File: config.mk
export PLATFORM = sky130hd
export DESIGN_NAME = dle_frame_datagram_receiver
export DESIGN_NICKNAME = d
export VERILOG_FILES = /design/src/sv/dfdr_pkg.sv /design/src/sv/dfdr_core.sv /design/src/sv/dle_frame_datagram_receiver.sv
export SDC_FILE = /design/constraint.sdc
export NUM_CORES = 1
export LEC_CHECK = 0
export BUFFER_PORTS_ARGS = -buffer_cell sky130_fd_sc_hd__buf_2
export CAP_MARGIN = 20
export CORE_ASPECT_RATIO = 0.5
export CORE_MARGIN = 1
export CORE_UTILIZATION = 40
export CTS_CLUSTER_SIZE = 12
export DETAILED_ROUTE_END_ITERATION = 16
export PLACE_DENSITY = 0.71
export SLEW_MARGIN = 10
export SYNTH_ARGS = -nofsm -noshare
export SYNTH_HDL_FRONTEND = slang
export SYNTH_SLANG_ARGS = --single-unit
export TNS_END_PERCENT = 50
File: constraint.sdc
create_clock -name clk_i -period 4.9 [get_ports clk_i]
set_input_delay 0.735 -clock clk_i [delete_from_list [all_inputs] [get_ports clk_i]]
set_output_delay 0.735 -clock clk_i [all_outputs]
set_load 0.02 [all_outputs]
File: src/sv/dfdr_pkg.sv
package dfdr_pkg;

  localparam int unsigned MaxFrameBytesDefault = 512;

  localparam logic [7:0] CharDle = 8'h10;
  localparam logic [7:0] CharStx = 8'h02;
  localparam logic [7:0] CharEtx = 8'h03;

  typedef enum logic [1:0] {
    KIND_PAYLOAD = 2'd0,
    KIND_GOOD    = 2'd1,
    KIND_ERROR   = 2'd2
  } kind_e;

  typedef enum logic [2:0] {
    ERR_NONE       = 3'd0,
    ERR_OVERSIZE   = 3'd1,
    ERR_ABORTED    = 3'd2,
    ERR_BAD_ESCAPE = 3'd3,
    ERR_SHORT      = 3'd4,
    ERR_INCOMPLETE = 3'd5,
    ERR_CHECKSUM   = 3'd6
  } err_e;

  typedef struct packed {
    logic        vld;
    kind_e       kind;
    logic [7:0]  payload;
    logic [7:0]  id;
    logic [7:0]  len;
    err_e        err;
    logic [31:0] good;
    logic [31:0] dropped;
  } res_t;

endpackage

File: src/sv/dfdr_core.sv
module dfdr_core #(
  parameter int unsigned MAX_FRAME_BYTES = dfdr_pkg::MaxFrameBytesDefault
) (
  input  logic              clk_i,
  input  logic              rst_ni,
  input  logic              step_i,
  input  logic [7:0]        byte_i,
  output dfdr_pkg::res_t    res_o
);
  import dfdr_pkg::*;

  typedef enum logic [1:0] {
    ST_IDLE     = 2'd0,
    ST_GOT_DLE  = 2'd1,
    ST_IN_FRAME = 2'd2,
    ST_IN_DLE   = 2'd3
  } state_e;

  localparam logic [9:0] MaxCnt = 10'(MAX_FRAME_BYTES);

  state_e      state_q, state_d;
  logic [9:0]  cnt_q, cnt_d;
  logic [7:0]  id_q, id_d;
  logic [7:0]  len_q, len_d;
  logic [7:0]  sum_q, sum_d;
  logic [31:0] good_q, good_d;
  logic [31:0] drop_q, drop_d;
  res_t        res;

  logic        full;
  logic        st_sum_en;
  logic        st_emit;
  logic [10:0] cnt_ext;
  logic [10:0] len_p2;
  logic [10:0] len_p3;

  assign full    = (cnt_q >= MaxCnt);
  assign cnt_ext = {1'b0, cnt_q};
  assign len_p2  = 11'd2 + {3'b000, len_q};
  assign len_p3  = 11'd3 + {3'b000, len_q};
  // Only id, length, data and checksum enter the sum; trailing bytes do not.
  assign st_sum_en = (cnt_q < 10'd2) || (cnt_ext <= len_p2);
  assign st_emit   = (cnt_q >= 10'd2) && (cnt_ext < len_p2);

  always_comb begin
    state_d = state_q;
    cnt_d   = cnt_q;
    id_d    = id_q;
    len_d   = len_q;
    sum_d   = sum_q;
    good_d  = good_q;
    drop_d  = drop_q;
    res         = '0;
    res.kind    = KIND_PAYLOAD;
    res.err     = ERR_NONE;

    unique case (state_q)
      ST_IDLE: begin
        if (byte_i == CharDle) state_d = ST_GOT_DLE;
      end
      ST_GOT_DLE: begin
        if (byte_i == CharStx) begin
          cnt_d   = '0;
          id_d    = '0;
          len_d   = '0;
          sum_d   = '0;
          state_d = ST_IN_FRAME;
        end else if (byte_i != CharDle) begin
          state_d = ST_IDLE;
        end
      end
      ST_IN_FRAME: begin
        if (byte_i == CharDle) begin
          state_d = ST_IN_DLE;
        end else if (!full) begin
          if (cnt_q == 10'd0) id_d = byte_i;
          if (cnt_q == 10'd1) len_d = byte_i;
          if (st_sum_en) sum_d = sum_q + byte_i;
          if (st_emit) begin
            res.vld     = 1'b1;
            res.payload = byte_i;
          end
          cnt_d = cnt_q + 10'd1;
        end else begin
          drop_d   = drop_q + 32'd1;
          cnt_d    = '0;
          id_d     = '0;
          len_d    = '0;
          sum_d    = '0;
          res.vld  = 1'b1;
          res.kind = KIND_ERROR;
          res.err  = ERR_OVERSIZE;
          state_d  = ST_IDLE;
        end
      end
      ST_IN_DLE: begin
        if (byte_i == CharEtx) begin
          cnt_d   = '0;
          id_d    = '0;
          len_d   = '0;
          sum_d   = '0;
          state_d = ST_IDLE;
          if (cnt_q != 10'd0) begin
            res.vld = 1'b1;
            if (cnt_q < 10'd3) begin
              res.kind = KIND_ERROR;
              res.err  = ERR_SHORT;
            end else if (cnt_ext < len_p3) begin
              res.kind = KIND_ERROR;
              res.err  = ERR_INCOMPLETE;
            end else if (sum_q != 8'd0) begin
              res.kind = KIND_ERROR;
              res.err  = ERR_CHECKSUM;
            end else begin
              res.kind = KIND_GOOD;
              res.id   = id_q;
              res.len  = len_q;
            end
            if (res.kind == KIND_GOOD) good_d = good_q + 32'd1;
            else                       drop_d = drop_q + 32'd1;
          end
        end else if (byte_i == CharDle) begin
          // An escaped DLE is a literal data byte; when full it is dropped silently.
          if (!full) begin
            if (cnt_q == 10'd0) id_d = byte_i;
            if (cnt_q == 10'd1) len_d = byte_i;
            if (st_sum_en) sum_d = sum_q + byte_i;
            if (st_emit) begin
              res.vld     = 1'b1;
              res.payload = byte_i;
            end
            cnt_d = cnt_q + 10'd1;
          end
          state_d = ST_IN_FRAME;
        end else begin
          drop_d   = drop_q + 32'd1;
          cnt_d    = '0;
          id_d     = '0;
          len_d    = '0;
          sum_d    = '0;
          res.vld  = 1'b1;
          res.kind = KIND_ERROR;
          if (byte_i == CharStx) begin
            res.err = ERR_ABORTED;
            state_d = ST_IN_FRAME;
          end else begin
            res.err = ERR_BAD_ESCAPE;
            state_d = ST_IDLE;
          end
        end
      end
      default: state_d = ST_IDLE;
    endcase

    res.good    = good_d;
    res.dropped = drop_d;
  end

  assign res_o = res;

  always_ff @(posedge clk_i or negedge rst_ni) begin
    if (!rst_ni) begin
      state_q <= ST_IDLE;
      cnt_q   <= '0;
      id_q    <= '0;
      len_q   <= '0;
      sum_q   <= '0;
      good_q  <= '0;
      drop_q  <= '0;
    end else if (step_i) begin
      state_q <= state_d;
      cnt_q   <= cnt_d;
      id_q    <= id_d;
      len_q   <= len_d;
      sum_q   <= sum_d;
      good_q  <= good_d;
      drop_q  <= drop_d;
    end
  end

endmodule

File: src/sv/dle_frame_datagram_receiver.sv
// Channel  Handshake                     Fields
// in       in_valid_i / in_stall_o       rx_byte_i
// out      out_valid_o / out_stall_i     kind_o, payload_byte_o, datagram_id_o,
//                                        datagram_length_o, error_code_o,
//                                        good_count_o, dropped_count_o
//
// One byte per cycle sustained while no untaken result is held under out_stall_i. An accepted
// byte waits in the input register; its framing state update and result then go from there
// into the output register, which presents the result. Many bytes give no result.
// rst_ni clears the frame state and both frame counters.
// in_stall_o rises only while a byte is held and the output register holds an untaken
// transaction under out_stall_i.
module dle_frame_datagram_receiver #(
  parameter int unsigned MAX_FRAME_BYTES = dfdr_pkg::MaxFrameBytesDefault
) (
  input  logic        clk_i,
  input  logic        rst_ni,
  input  logic        in_valid_i,
  output logic        in_stall_o,
  input  logic [7:0]  rx_byte_i,
  output logic        out_valid_o,
  input  logic        out_stall_i,
  output logic [1:0]  kind_o,
  output logic [7:0]  payload_byte_o,
  output logic [7:0]  datagram_id_o,
  output logic [7:0]  datagram_length_o,
  output logic [2:0]  error_code_o,
  output logic [31:0] good_count_o,
  output logic [31:0] dropped_count_o
);
  import dfdr_pkg::*;

  logic       in_vld_q;
  logic [7:0] in_byte_q;
  logic       step;
  logic       in_load;
  res_t       res;
  res_t       out_q;
  logic       out_vld_q;

  // The held byte is processed once the output register can take its result.
  assign step       = in_vld_q && (!out_vld_q || !out_stall_i);
  assign in_stall_o = in_vld_q && !step;
  assign in_load    = !in_vld_q || step;

  dfdr_core #(
    .MAX_FRAME_BYTES(MAX_FRAME_BYTES)
  ) u_core (
    .clk_i  (clk_i),
    .rst_ni (rst_ni),
    .step_i (step),
    .byte_i (in_byte_q),
    .res_o  (res)
  );

  always_ff @(posedge clk_i or negedge rst_ni) begin
    if (!rst_ni) begin
      in_vld_q <= 1'b0;
    end else if (in_load) begin
      in_vld_q <= in_valid_i;
    end
  end

  always_ff @(posedge clk_i) begin
    if (in_load && in_valid_i) in_byte_q <= rx_byte_i;
  end

  always_ff @(posedge clk_i or negedge rst_ni) begin
    if (!rst_ni) begin
      out_vld_q <= 1'b0;
    end else if (!out_vld_q || !out_stall_i) begin
      out_vld_q <= step && res.vld;
    end
  end

  always_ff @(posedge clk_i) begin
    if (step && res.vld) out_q <= res;
  end

  assign out_valid_o       = out_vld_q;
  assign kind_o            = out_q.kind;
  assign payload_byte_o    = out_q.payload;
  assign datagram_id_o     = out_q.id;
  assign datagram_length_o = out_q.len;
  assign error_code_o      = out_q.err;
  assign good_count_o      = out_q.good;
  assign dropped_count_o   = out_q.dropped;

endmodule
======== Word-level counts from Yosys, hierarchy flattened ========
Index checks and enable logic that the tools add are counted.
word-level totals
  flip-flop bits (word level) ............. 203
  latch bits .............................. 0
  memory bits (writable) .................. 0
  memory bits (read-only) ................. 0
  input port bits ......................... 12
  output and inout port bits .............. 95
  logic and storage cells ................. 147
  memories kept ........................... 0
cells by class
  add/sub/neg operators ................... 6
  multipliers ............................. 0
  divide/modulo/power cells ............... 0
  magnitude comparators ................... 7
  eq/ne operators ......................... 15
  shift-type cells ........................ 0
  multiplexer cells ....................... 79
  bitwise gates (word level) .............. 3
  reductions and logical operators ........ 20
operators by type and width
  operator                                                                       number
  32-bit 2-to-1 mux                                                              10
  8-bit 2-to-1 mux                                                               23
  8-bit one-hot mux with 3 select lines                                          3
  32-bit by 1-bit adder with 32-bit output, second input constant                2
  32-bit one-hot mux with 2 select lines                                         1
  10-bit 2-to-1 mux                                                              6
  2-bit 2-to-1 mux                                                               16
  10-bit one-hot mux with 3 select lines                                         1
  3-bit 2-to-1 mux                                                               9
  10-bit by 11-bit less-than comparator with 1-bit output                        2
  11-bit one-hot mux with 2 select lines                                         1
  10-bit by 2-bit less-than comparator with 1-bit output, second input constant  2
  2-bit by 8-bit adder with 9-bit output, first input constant                   2
  8-bit by 2-bit equality test with 1-bit output, second input constant          2
  10-bit by 11-bit less-or-equal comparator with 1-bit output                    1
  11-bit 2-to-1 mux                                                              1
  10-bit by 1-bit adder with 10-bit output, second input constant                1
  10-bit by 1-bit equality test with 1-bit output, second input constant         1
  10-bit >= comparator, second input constant                                    1
  10-bit by 2-bit >= comparator with 1-bit output, second input constant         1
  10-bit zero test                                                               1
  10-bit nonzero test                                                            1
  8-bit adder                                                                    1
  8-bit by 5-bit equality test with 1-bit output, second input constant          1
  20 further kinds                                                               40

======== Depth between registers and ports, before layout ========
  depth in word-level cells ............... 12
  depth in mapped cells ................... 14
  depth with buffers taken out ............ 13

======== Hierarchy ========
A second synthesis with hierarchy kept.
unflattened totals
  cell total of the unflattened synthesis .. 923
  area, all modules ....................... 10353.7 µm²
modules (own cells, without submodules)
  module                       instances  cells an instance  area an instance (µm²)  sequential area each (µm²)
  dfdr_core                    1          811                7221.9                  2502.4
  dle_frame_datagram_receiver  1          112                3131.8                  3083.0

======== Least setup slack after synthesis ========
No wires, ideal clock.
  path kind ............................... register -> register
  start point ............................. register u_core.len_q[3]
  end point ............................... register out_q, in the netlist datagram_id_o[0], enable pin
  setup time .............................. 462 ps
  arrival ................................. 4311 ps
  data required time ...................... 4438 ps
  path slack .............................. 127 ps
  stages on the path, launching flop included .. 13
  path buffers ............................ 1
  path through ............................ dfrtp_1 clkbuf_1 and3_1 and2_1 nand2_1 xor2_1 ha_1 nor4_1 o21ai_0 o21ai_0 o21ai_0 o21ai_0 and2_1
on the way
  longest elaborated chain between the ends .. 9
ends and longest elaborated chain
  element                                                    line                               text
  start: declaration                                         dfdr_core.sv:24                    logic [7:0] len_q, len_d;
  start signal: assignment                                   dfdr_core.sv:174                   len_q <= len_d;
  2-bit by 8-bit adder with 9-bit output *                   dfdr_core.sv:39                    assign len_p2 = 11'd2 + {3'b000, len_q};
  10-bit by 11-bit less-than comparator with 1-bit output *  dfdr_core.sv:43                    assign st_emit = (cnt_q >= 10'd2) && (cnt_ext < len_p2);
  1-bit logical AND *                                        dfdr_core.sv:43
  1-bit 2-to-1 mux *                                         dfdr_core.sv:79, dfdr_core.sv:128
  1-bit 2-to-1 mux                                           dfdr_core.sv:124                   if (!full) begin
  1-bit 2-to-1 mux                                           dfdr_core.sv:122                   end else if (byte_i == CharDle) begin
  3-bit 2-to-1 mux                                           dfdr_core.sv:97                    if (byte_i == CharEtx) begin
  11-bit one-hot mux with 2 select lines *                   dfdr_core.sv:57                    unique case (state_q)
  1-bit logical AND *                                        dle_frame_datagram_receiver.sv:77  if (step && res.vld) out_q <= res;
  end signal: assignment                                     dle_frame_datagram_receiver.sv:77
  end: declaration                                           dle_frame_datagram_receiver.sv:38  res_t out_q;
Mark *: on every way between the ends. The rest lies on a longest branch, timed or not.
A chain may end at the register's enable or synchronous reset.

==> summary.md <==
| Metric | Value |
|---|---|
| Post-synth ARST share | `0.502` |
| Worst path top cell family by delay | `compound AO/OA/AOI/OAI gates` |
| RePlAce Congestion | `a little under 0.9` |
| Rows | `41` |
| Worst Hold Class | `input port to asynchronous set/reset pin` |
| Final worst slack | `1050 ps` |
| Worst setup startpoint | `u_core.len_q[1]` |
| Netlist cell types | `65` |
| Slew @ Worst Pin | `918 ps` |
| Met2 usage | `0.274` |
| Crit path depth | `13` |
| Met1 usage | `0.235` |
| Most used routing layer | `met2` |
| Drt first pass iters | `6` |
| Mean Syn Cell Area | `11.1 µm²` |
| Worst R2R Setup Slack | `1050 ps` |
| DR WL/cell | `16.3 µm` |
| CTS Hold Bufs | `0` |
| Worst vdd ir | `224 µV` |
| Die height | `~120 µm` |
| Antenna diodes | `0` |
| Minimum clock period | `3850 ps` |
| WL final | `around 23 mm` |
| Kind of critical path | `register to register` |
| Post-CTS sizing | `0` |
| Fin crit share | `0.786` |
| Slew Limit Fails | `0` |
| Final setup violation count | `0` |
| Share of cells above drive strength 1 | `0.157` |
| Outcome | `completed` |
| Setup bufs post-CTS | `0` |
| Slowest CP cell | `dfrtp_1` |
| Total GRT Usage | `0.167` |
| Clk slew on worst S/H paths | `60 ps` |
| Largest net degree at the start of global routing | `70` |
| Highest Clock Rate | `260 MHz` |
| Place WS | `1100 ps` |
| Initial antenna violation count | `0` |
| CP Data Required Time | `5150 ps` |
| Root buf cell | `clkbuf_16` |
| Number of top-level pins | `approximately 110` |
| Sequential fraction of the synthesis area | `0.540` |
| CP endpoint kind | `register` |
| Area grow syn2layout | `14.5%` |
| Initial Utilization | `0.409` |
| Post-synth top flop | `dfrtp_1` |
| Drt drc | `0` |
| Max clock buf depth | `3` |
| Worst r2r path cells | `13` |
| Total die area | `~0.027 mm²` |
| Slew headroom | `0.388` |
| Final ANT Viol Nets | `0` |
| Clock Sinks | `203` |
| Clk_lat worst skew | `500 ps` |
| Total power | `3.42 mW` |
| Layout fillers | `~2,300` |
| GRT Residual Overflow | `0` |
| Post-synth EDFFs | `101` |
| Fin Setup TNS | `0 ps` |
| Crit path to | `dropped_count_o[19]` |
| Die X | `229 µm` |
| Dpl cells | `around 1,300` |
| Vias in the first global route | `6,959` |
| Final Skew | `11.5 ps` |
| Worst r2r dst | `dropped_count_o[19]` |
| CP peak stage delay | `480 ps` |
| Power per cell area | `289 mW/mm²` |
| # Max-Cap Violations | `0` |
| Cell count after synthesis | `933` |
| Drt via density | `roughly 5.2` |
| Commonest non-fill, non-tap cell in the layout | `buf_2` |
| Detailed Route Iter0 Violations | `529` |
| Highest-count cells in the layout ignoring fill and taps | `buf_2, dfrtp_1, edfxtp_1` |
| #FFs+latches synth | `between 200 and 250` |
| Synthesized area | `0.0103 mm²` |
| Critical path peak fanout | `38` |
| Port Buffers | `106` |
| Met3 Usage GRT | `0.0231` |
| Util after Layout | `0.468` |
| RSZ-0062 raised after global routing | `no` |
| Final nets | `~1,100` |
| CP Buf/Inv Count | `2` |
| LEAKAGE | `5.38 nW` |
| Warnings from Yosys | `0` |
| CTS tree | `yes` |
| Critical Path AT | `4100 ps` |
| Final Hold Viols | `0` |
| Core ar. | `roughly 0.025 mm²` |
| DP Wirelength | `about 16 mm` |
| Crit start category | `register` |
| CP most frequent cell | `ha_1` |
| DR vias | `between 7,000 and 8,000` |
| Syn nets | `980` |
| # H-tree levels | `1` |
| First-pass GRT wire length | `between 30 and 40 mm` |
| CTS Buf Count | `21` |
| Non-filler cells, final | `1,386` |
| FF-to-FF Start | `u_core.len_q[1]` |
| CP cell instances | `inv_1 > ha_1 > nor2b_1 > nand2_1 > xor2_1 > ha_1 > a211oi_1 > o21ai_0 > o21a_1 > o21ai_4 > buf_4 > nand3_1 > xnor2_1` |
[layout make-up]
| class | count | area (µm²) | share of cell area |
|---|---|---|---|
| flip-flops and latches | 203 | 5590 | 0.472 |
| well taps | 344 | 430 | 0.0364 |
| clock inverters | 3 | 43.8 | 0.00370 |
| clock buffers | 34 | 584 | 0.0494 |
| multi-input cells | 677 | 4540 | 0.384 |
| repair buffers | 113 | 606 | 0.0512 |
| inverters | 12 | 45.0 | 0.00381 |
[logic make-up after synthesis]
logic type      count (synthesis)  share of synthesized area
compound gates                 77                     0.0496
xor+xnor                      146                      0.124
fa+ha+maj                      35                     0.0431
buf+inv                        53                     0.0217
flops                         203                      0.540
mux                            23                     0.0225
simple gates                  396                      0.199
[state kept, by name, summed over array words and instances (netlist names), 10 cells and up]
register and flops:
u_core.good_q 32, dropped_count_o 32, u_core.drop_q 32, u_core.cnt_q 10, good_count_o 32
[worst reg2reg max path, cell delays in order, from the launching register on]
cell      delay, ps
dfrtp_1         480
inv_1           130
ha_1            220
nor2b_1         190
nand2_1          90
xor2_1          140
ha_1            290
a211oi_1        230
o21ai_0         270
o21a_1          330
o21ai_4         450
buf_4           440
nand3_1         170
xnor2_1         160
[metal layers]
| metal | part of all wire | routed length (µm) |
|---|---|---|
| met1 | 0.48 | 10700 |
| met4 | 0.020 | 457 |
| met2 | 0.46 | 10400 |
| met5 | 0 | 0 |
| met3 | 0.041 | 925 |
[where the power goes]
part / internal (mW) / leakage, nW / switching, mW / total [mW]
Clock: 0.868 / 0.303 / 0.639 / 1.51
Combinational: 0.0337 / 2.50 / 0.0572 / 0.0910
Sequential: 1.80 / 2.57 / 0.0252 / 1.82
Total: 2.70 / 5.38 / 0.721 / 3.42
[metrics by stage]
stage          instance area, µm²  hold WS (ps)
2_1_floorplan               10300           439
3_3_place_gp                11200           475
3_5_place_dp                11200           488
4_1_cts                     11800           399
5_1_grt                     11800           398
6_report                    11800           345
[how the worst min path moves through the flow]
stage	to	depth (start not counted)	slack, ps
CTS	in_byte_q[6]	1	400
global route	in_byte_q[6]	1	400
detailed placement	u_core.drop_q[31]	1	490
global placement	u_core.drop_q[31]	1	480
floorplan	in_vld_q	0	440
finish	u_core.drop_q[17]	1	350
[cells in the mapped netlist, types with 3 or more instances]
master      n  area share
o21ai_0    23       0.011
a211oi_1    3      0.0022
mux2i_1    21       0.020
nand4_1    20       0.012
and2_1     30       0.018
xnor2_1    86       0.073
nand2_1    62       0.023
and3_1     28       0.017
a21oi_1    22       0.011
buf_1       4      0.0015
dfrtp_1   102        0.25
nor2b_1     8      0.0048
nor4_1      7      0.0042
a22o_1      3      0.0025
inv_1      12      0.0044
xor2_1     60       0.051
nand2b_1    5      0.0030
buf_2       8      0.0039
or2_2       5      0.0030
clkbuf_1   27      0.0098
nor3_1     22       0.011
a31oi_1     3      0.0018
nand3_1    89       0.043
nor3b_1     5      0.0036
a311oi_1    3      0.0025
nor2_1     90       0.033
ha_1       34       0.041
nand3b_1    4      0.0029
edfxtp_1  101        0.29
Note: power is estimated with default switching activity, not from simulation.
